===== src/rtl/socks5_pkg.sv =====
// Shared types and result codes for the SOCKS5 handshake parser.
`default_nettype none

package socks5_pkg;

    // Result codes reported with every transaction.
    typedef enum logic [3:0] {
        RES_MORE     = 4'd0,
        RES_BAD_VER  = 4'd1,
        RES_AUTH_SEL = 4'd2,
        RES_AUTH_VER = 4'd3,
        RES_BAD_CMD  = 4'd4,
        RES_BAD_ATYP = 4'd5,
        RES_EXEC     = 4'd6,
        RES_SEL_OK   = 4'd7,
        RES_SEL_BAD  = 4'd8
    } t_status;

    // Host authentication choices.
    localparam logic [1:0] AUTH_NONE     = 2'd0;
    localparam logic [1:0] AUTH_PASSWORD = 2'd2;

    // Capture kinds.
    localparam logic [1:0] CAP_USER = 2'd0;
    localparam logic [1:0] CAP_PASS = 2'd1;
    localparam logic [1:0] CAP_ADDR = 2'd2;

    // Protocol constants.
    localparam logic [7:0] SOCKS_VERSION = 8'd5;
    localparam logic [7:0] SUBNEG_VERSION = 8'd1;
    localparam logic [7:0] ATYP_IPV4 = 8'd1;
    localparam logic [7:0] ATYP_HOST = 8'd3;
    localparam logic [7:0] ATYP_IPV6 = 8'd4;
    localparam logic [7:0] IPV4_LEN = 8'd4;
    localparam logic [7:0] IPV6_LEN = 8'd16;
    localparam logic [7:0] METHOD_LIMIT = 8'd3;

    // Address kind codes.
    localparam logic [1:0] ADDR_IPV4 = 2'd1;
    localparam logic [1:0] ADDR_HOST = 2'd2;
    localparam logic [1:0] ADDR_IPV6 = 2'd3;

    // One input transaction.
    typedef struct packed {
        logic       command;
        logic [7:0] data_byte;
        logic [1:0] auth_choice;
    } t_in_item;

    // One result transaction.
    typedef struct packed {
        logic [3:0]  status;
        logic [2:0]  offered_methods;
        logic [1:0]  request_kind;
        logic [1:0]  address_kind;
        logic [15:0] dest_port;
        logic        capture_valid;
        logic [1:0]  capture_kind;
        logic [7:0]  capture_index;
        logic [7:0]  capture_byte;
    } t_out_item;

endpackage

`default_nettype wire


===== src/rtl/socks5_handshake_parser_unit.sv =====
// Top level of the SOCKS5 handshake parser: input register, stage machine, result register.
// A transaction accepted into the input register passes through the stage machine into the
// result register, where it is presented as a result until it is taken.
// Throughput: one transaction per cycle while the result register is free or draining; the
// input and result registers each hold one transaction; the stage machine steps once for each.
// Reset: synchronous, active low; clears both registers' valid flags and parser state.
`default_nettype none

module socks5_handshake_parser_unit (
    input  wire                   i_clk,
    input  wire                   i_rst_n,
    input  wire                   i_in_valid,
    output logic                  o_in_ready,
    input  socks5_pkg::t_in_item  i_in_data,
    output logic                  o_out_valid,
    input  wire                   i_out_ready,
    output socks5_pkg::t_out_item o_out_data
);
    import socks5_pkg::*;

    logic      r_in_valid;
    t_in_item  r_in_item;
    logic      r_out_valid;
    t_out_item r_out_item;
    t_out_item fsm_res;
    logic      advance;

    // The held transaction moves on when the result register is free or draining.
    assign advance    = r_in_valid && (!r_out_valid || i_out_ready);
    assign o_in_ready = !r_in_valid || advance;

    socks5_fsm u_fsm (
        .i_clk   (i_clk),
        .i_rst_n (i_rst_n),
        .i_en    (advance),
        .i_item  (r_in_item),
        .o_res   (fsm_res)
    );

    // Input register.
    always_ff @(posedge i_clk) begin
        if (!i_rst_n) begin
            r_in_valid <= 1'b0;
        end else if (o_in_ready) begin
            r_in_valid <= i_in_valid;
        end
        if (o_in_ready && i_in_valid) begin
            r_in_item <= i_in_data;
        end
    end

    // Result register.
    always_ff @(posedge i_clk) begin
        if (!i_rst_n) begin
            r_out_valid <= 1'b0;
        end else if (advance) begin
            r_out_valid <= 1'b1;
        end else if (i_out_ready) begin
            r_out_valid <= 1'b0;
        end
        if (advance) begin
            r_out_item <= fsm_res;
        end
    end

    assign o_out_valid = r_out_valid;
    assign o_out_data  = r_out_item;

endmodule

`default_nettype wire


===== src/rtl/socks5_fsm.sv =====
// Handshake stage machine: parser state registers and per-transaction update logic.
`default_nettype none

module socks5_fsm (
    input  wire                   i_clk,
    input  wire                   i_rst_n,
    input  wire                   i_en,
    input  socks5_pkg::t_in_item  i_item,
    output socks5_pkg::t_out_item o_res
);
    import socks5_pkg::*;

    typedef enum logic [16:0] {
        S_VERSION  = 17'b0_0000_0000_0000_0001,
        S_NMETHODS = 17'b0_0000_0000_0000_0010,
        S_METHODS  = 17'b0_0000_0000_0000_0100,
        S_PW_VER   = 17'b0_0000_0000_0000_1000,
        S_USERLEN  = 17'b0_0000_0000_0001_0000,
        S_USER     = 17'b0_0000_0000_0010_0000,
        S_PASSLEN  = 17'b0_0000_0000_0100_0000,
        S_PASS     = 17'b0_0000_0000_1000_0000,
        S_REQ_VER  = 17'b0_0000_0001_0000_0000,
        S_CMD      = 17'b0_0000_0010_0000_0000,
        S_RSV      = 17'b0_0000_0100_0000_0000,
        S_ATYP     = 17'b0_0000_1000_0000_0000,
        S_HOSTLEN  = 17'b0_0001_0000_0000_0000,
        S_ADDR     = 17'b0_0010_0000_0000_0000,
        S_PORT0    = 17'b0_0100_0000_0000_0000,
        S_PORT1    = 17'b0_1000_0000_0000_0000,
        S_DONE     = 17'b1_0000_0000_0000_0000
    } t_stage;

    t_stage      r_stage, n_stage;
    logic [7:0]  r_count, n_count;
    logic [7:0]  r_len, n_len;
    logic [2:0]  r_mask, n_mask;
    logic [1:0]  r_req, n_req;
    logic [1:0]  r_addr, n_addr;
    logic [7:0]  r_port_hi, n_port_hi;
    logic [15:0] r_port, n_port;

    t_status    status;
    logic       cap_valid;
    logic [1:0] cap_kind;
    logic [7:0] cap_index;
    logic [7:0] cap_byte;
    logic [7:0] data;

    assign data = i_item.data_byte;

    // Next-state logic for one transaction.
    always_comb begin
        n_stage   = r_stage;
        n_count   = r_count;
        n_len     = r_len;
        n_mask    = r_mask;
        n_req     = r_req;
        n_addr    = r_addr;
        n_port_hi = r_port_hi;
        n_port    = r_port;
        status    = RES_MORE;
        cap_valid = 1'b0;
        cap_kind  = CAP_USER;
        cap_index = 8'd0;
        cap_byte  = 8'd0;

        if (i_item.command) begin
            // Host selects the authentication method from any stage.
            if (i_item.auth_choice == AUTH_NONE) begin
                n_stage = S_REQ_VER;
                status  = RES_SEL_OK;
            end else if (i_item.auth_choice == AUTH_PASSWORD) begin
                n_stage = S_PW_VER;
                status  = RES_SEL_OK;
            end else begin
                status = RES_SEL_BAD;
            end
        end else begin
            case (r_stage)
                S_VERSION: begin
                    if (data != SOCKS_VERSION) status = RES_BAD_VER;
                    else n_stage = S_NMETHODS;
                end
                S_NMETHODS, S_USERLEN, S_PASSLEN: begin
                    n_count = 8'd0;
                    n_len   = data;
                    case (r_stage)
                        S_NMETHODS: n_stage = S_METHODS;
                        S_USERLEN:  n_stage = S_USER;
                        default:    n_stage = S_PASS;
                    endcase
                end
                S_METHODS: begin
                    // Unknown method codes are counted but not recorded.
                    if (r_count < r_len) begin
                        if (data < METHOD_LIMIT) n_mask[data[1:0]] = 1'b1;
                        n_count = r_count + 8'd1;
                    end
                    if (n_count == r_len) status = RES_AUTH_SEL;
                end
                S_PW_VER: begin
                    if (data != SUBNEG_VERSION) status = RES_BAD_VER;
                    else n_stage = S_USERLEN;
                end
                S_USER, S_PASS, S_ADDR: begin
                    // Stream string bytes out with their position.
                    if (r_count < r_len) begin
                        cap_valid = 1'b1;
                        case (r_stage)
                            S_USER:  cap_kind = CAP_USER;
                            S_PASS:  cap_kind = CAP_PASS;
                            default: cap_kind = CAP_ADDR;
                        endcase
                        cap_index = r_count;
                        cap_byte  = data;
                        n_count   = r_count + 8'd1;
                    end
                    if (n_count == r_len) begin
                        case (r_stage)
                            S_USER: n_stage = S_PASSLEN;
                            S_PASS: begin
                                n_stage = S_REQ_VER;
                                status  = RES_AUTH_VER;
                            end
                            default: n_stage = S_PORT0;
                        endcase
                    end
                end
                S_REQ_VER: begin
                    if (data != SOCKS_VERSION) status = RES_BAD_VER;
                    else n_stage = S_CMD;
                end
                S_CMD: begin
                    if (data inside {[8'd1:8'd3]}) begin
                        n_req   = data[1:0];
                        n_stage = S_RSV;
                    end else begin
                        status = RES_BAD_CMD;
                    end
                end
                S_RSV: n_stage = S_ATYP;
                S_ATYP: begin
                    n_count = 8'd0;
                    case (data)
                        ATYP_IPV4: begin
                            n_stage = S_ADDR;
                            n_addr  = ADDR_IPV4;
                            n_len   = IPV4_LEN;
                        end
                        ATYP_HOST: begin
                            n_stage = S_HOSTLEN;
                            n_addr  = ADDR_HOST;
                            n_len   = 8'd0;
                        end
                        ATYP_IPV6: begin
                            n_stage = S_ADDR;
                            n_addr  = ADDR_IPV6;
                            n_len   = IPV6_LEN;
                        end
                        default: status = RES_BAD_ATYP;
                    endcase
                end
                S_HOSTLEN: begin
                    n_len   = data;
                    n_stage = S_ADDR;
                end
                S_PORT0: begin
                    n_port_hi = data;
                    n_stage   = S_PORT1;
                end
                S_PORT1: begin
                    n_port  = {r_port_hi, data};
                    n_stage = S_DONE;
                    status  = RES_EXEC;
                end
                default: ;
            endcase
        end
    end

    // Result reflects the state after this transaction.
    always_comb begin
        o_res.status          = status;
        o_res.offered_methods = n_mask;
        o_res.request_kind    = n_req;
        o_res.address_kind    = n_addr;
        o_res.dest_port       = n_port;
        o_res.capture_valid   = cap_valid;
        o_res.capture_kind    = cap_kind;
        o_res.capture_index   = cap_index;
        o_res.capture_byte    = cap_byte;
    end

    // State registers advance once per processed transaction.
    always_ff @(posedge i_clk) begin
        if (!i_rst_n) begin
            r_stage   <= S_VERSION;
            r_count   <= 8'd0;
            r_len     <= 8'd0;
            r_mask    <= 3'd0;
            r_req     <= 2'd0;
            r_addr    <= 2'd0;
            r_port_hi <= 8'd0;
            r_port    <= 16'd0;
        end else if (i_en) begin
            r_stage   <= n_stage;
            r_count   <= n_count;
            r_len     <= n_len;
            r_mask    <= n_mask;
            r_req     <= n_req;
            r_addr    <= n_addr;
            r_port_hi <= n_port_hi;
            r_port    <= n_port;
        end
    end

    // The field counter never passes the field length.
    a_count_bound: assert property (@(posedge i_clk) disable iff (!i_rst_n)
        r_count <= r_len)
        else $error("byte count exceeds field length");

    // A select of no authentication lands in the request version stage.
    a_select_none: assert property (@(posedge i_clk) disable iff (!i_rst_n)
        i_en && i_item.command && (i_item.auth_choice == AUTH_NONE)
        |=> r_stage == S_REQ_VER)
        else $error("select none did not reach request stage");

    // Execute is reported only when the stage machine finishes.
    a_exec_done: assert property (@(posedge i_clk) disable iff (!i_rst_n)
        i_en && (status == RES_EXEC) |=> r_stage == S_DONE)
        else $error("execute without reaching done");

    // A capture never reports a status other than need more or auth verify.
    a_capture_status: assert property (@(posedge i_clk) disable iff (!i_rst_n)
        cap_valid |-> (status == RES_MORE) || (status == RES_AUTH_VER))
        else $error("capture with unexpected status");

endmodule

`default_nettype wire

===== config.mk =====
export PLATFORM = sky130hd
export DESIGN_NAME = socks5_handshake_parser_unit
export DESIGN_NICKNAME = d
export VERILOG_FILES = /design/src/rtl/socks5_pkg.sv /design/src/rtl/socks5_handshake_parser_unit.sv /design/src/rtl/socks5_fsm.sv
export SDC_FILE = /design/constraint.sdc
export NUM_CORES = 1
export LEC_CHECK = 0
export ABC_AREA = 1
export BUFFER_PORTS_ARGS = -buffer_cell sky130_fd_sc_hd__buf_2
export CORE_MARGIN = 8
export CORE_UTILIZATION = 35
export CTS_CLUSTER_DIAMETER = 150
export DETAILED_ROUTE_END_ITERATION = 7
export GPL_ROUTABILITY_DRIVEN = 0
export PLACE_DENSITY_LB_ADDON = 0.08
export SLEW_MARGIN = 20
export SYNTH_ARGS = -nofsm -noshare
export SYNTH_HDL_FRONTEND = slang
export SYNTH_SLANG_ARGS = --single-unit

===== constraint.sdc =====
create_clock -name i_clk -period 3.7 [get_ports i_clk]
set_clock_uncertainty 0.2 [all_clocks]
set_input_delay 0.37 -clock i_clk [delete_from_list [all_inputs] [get_ports i_clk]]
set_output_delay 0.37 -clock i_clk [all_outputs]
set_load 0.01 [all_outputs]

==> results.ini <==
[sta]
fin_tns_setup_ps=0
worst_pin_slew_ps=930
final_hold_viol_count=0
finalSetupViolations=0
max-slew-margin-rel=0.377
drv_slew=0
max_freq_mhz=336
finalCritPeriodShare=0.805
rsz0062_at_grt=false
timing.final.crit_period_ps=2980

[drt]
routed_wl_mm=18.1
num_vias=5784
vias_per_cell=4.99
wl_per_cell_um=15.6
drt_iter0_drc=493
antenna_left=0
dr.pass1.iters=5
drc=0

[placed_design]
io_buffers=62
place_area_mm2=0.00712
dp.final_hpwl_mm=13.3

[finish]
final_common_cell=nand2_1
synthToLayoutAreaGrowth_pct=18.1
fillCellCount=1882
fin_util=0.420
design_area_mm2=0.00782
final_net_count=934
layout-drive-gt1-share=0.184
final_cell_mix=nand2_1, inv_1, nor2_1, dfxtp_1
antenna_cells=0

[setup_path]
cp_data_arrival_time_ps=3090
crit_required_ps=3810
cp-start-kind=flip-flop
critical_path_class=flip-flop to flip-flop
path_max_fanout=15
end_kind=flip-flop

[grt]
grt_usage=0.156
antenna_found_initial=0
grt_pass1_vias=5720
grt_max_degree=79
gr-total-overflow=0
grt_pass1_wl_mm=29.7

[floorplan]
start_util=0.355
die_h_um=154
boundaryPins=63
rows=50
core_area_mm2=0.0186
dieArea_mm2=0.0236
fp.dieW_um=154

[synth]
yosysWarnings=0
ys.flop_type=dfxtp_1
synth-edff-count=57
netlist_instances=841
ys_types=46
seq_area_frac_synth=0.458
avgSynthCellArea_um2=7.88
ys_ff_latch=123
async_reset_ff_frac=0
synth.net_count=864
synth_area_mm2=0.00662

[power]
p_leak_uw=0.00354
sw_frac_of_total=0.292
power.switching_uw=1130
vdd_drop_max_mv=0.305
clockPowerShare=0.431
power_frac_comb=0.165
seqPwrFrac=0.404
pwr_density_cell_mw_per_mm2=494
internal_power_uw=2730

[min_path]
hold_path.class=primary input to flip-flop

[clocking]
cts_made_buffers=17
cts_buffer_depth=2
path_clk_slew_ps=60
clk_latency_ps=420
h-tree-depth=4
tritoncts=built
cts_setup_buffers=0
cts_sinks=123
root_buffer=clkbuf_16

[flow_run]
drv_cap=0

[outcome]
outcome=completed

[power groups by stage]
stage	combinational (uW)	clock, uW	sequential, uW
after floorplan	493	0	1580
after global placement	618	0	1590
after detailed placement	630	0	1590
after CTS	640	1710	1560
after global routing	715	1770	1570
final	636	1670	1560
[state kept, by name, summed over array words and instances, names as in the netlist]
signal,flops
o_out_data,46
u_fsm.r_stage,17
u_fsm.r_port,16
r_in_item,11
u_fsm.r_count,8
u_fsm.r_len,8
u_fsm.r_port_hi,8
u_fsm.r_mask,3
u_fsm.r_addr,2
u_fsm.r_req,2
o_out_valid,1
r_in_valid,1
[worst paths after layout]
check                 start                 to  slack [ps]  cells past startpoint
min reg2reg  u_fsm.r_req[1]     u_fsm.r_req[1]         270                      2
max          u_fsm.r_len[7]  u_fsm.r_stage[16]         720                     18
min              i_in_valid         r_in_valid          20                      3
max reg2reg  u_fsm.r_len[7]  u_fsm.r_stage[16]         720                     18
[worst max-delay path: stages (launching register included)]
cell and delay [ps]:
dfxtp_1 330, inv_1 80, ha_1 310, nand2_1 90
inv_1 40, nand2_1 50, nand2_1 110, nor3_1 270
nand3_1 160, nand2_1 120, nand2_1 50, nand2_1 60
nand2_1 70, nor2_2 120, nand2_1 100, nand2_2 240
nand2_2 240, nor2_1 160, nor2_1 60
[stage by stage]
step           power (uW)  setup WS, ps  cells  hold slack (ps)
2_1_floorplan        2080           619    841              236
3_3_place_gp         2200           816   1115              247
3_5_place_dp         2220           736   1115              257
4_1_cts              3910           718   1158             1.84
5_1_grt              4050           352   1158             41.5
6_report             3860           721   1158             24.0
[synth_stat cells, types with 2 or more instances]
master / count / area (um^2)
o211a_1: 2 / 20.0
nand3_1: 62 / 310
buf_6: 6 / 67.6
nor2_4: 6 / 67.6
clkbuf_1: 13 / 48.8
nand3_2: 6 / 60.1
inv_2: 7 / 26.3
nand2_4: 4 / 45.0
edfxtp_1: 57 / 1710
a21oi_1: 54 / 270
a21oi_2: 2 / 17.5
nand2_2: 14 / 87.6
nand2_1: 152 / 571
nor2_2: 11 / 68.8
nand4_1: 22 / 138
nor3_1: 36 / 180
nor4_1: 5 / 31.3
inv_1: 111 / 417
a211oi_2: 6 / 75.1
nand4_2: 3 / 37.5
nor2_1: 94 / 353
buf_2: 10 / 50.1
inv_4: 2 / 12.5
o21ai_0: 52 / 260
a211oi_1: 11 / 82.6
ha_1: 8 / 100
dfxtp_1: 66 / 1320
[timing repair]
action / in CTS / in global routing
hold buffers: 11 / 0
endpoints found under the hold margin: 11 / 0
gates resized for setup: 0 / 0
[per-layer routing]
metal / up-vias / GRT usage / part of all wire
met4: 0 / 0.0630 / 0.025
met5: - / 0 / 0
met3: 29 / 0.0381 / 0.041
met1: 2690 / 0.191 / 0.46
li1: 2947 / - / -
met2: 118 / 0.260 / 0.48
[layout make-up]
class | count | area, um^2 | share of cell area
flip-flops and latches | 123 | 3030 | 0.388
multi-input cells | 566 | 2940 | 0.376
repair buffers | 82 | 500 | 0.0640
clock buffers | 21 | 460 | 0.0589
inverters | 121 | 459 | 0.0587
well taps | 234 | 293 | 0.0374
clock inverters | 11 | 133 | 0.0170
[cell families after synthesis]
kind of cell             share of synthesized area
adder cells (fa/ha/maj)                     0.0151
AO/OA/AOI/OAI                                0.119
buffers and inverters                       0.0978
flip-flops                                   0.458
AND/OR/NAND/NOR                              0.310
Note: power is estimated with default switching activity, not from simulation.
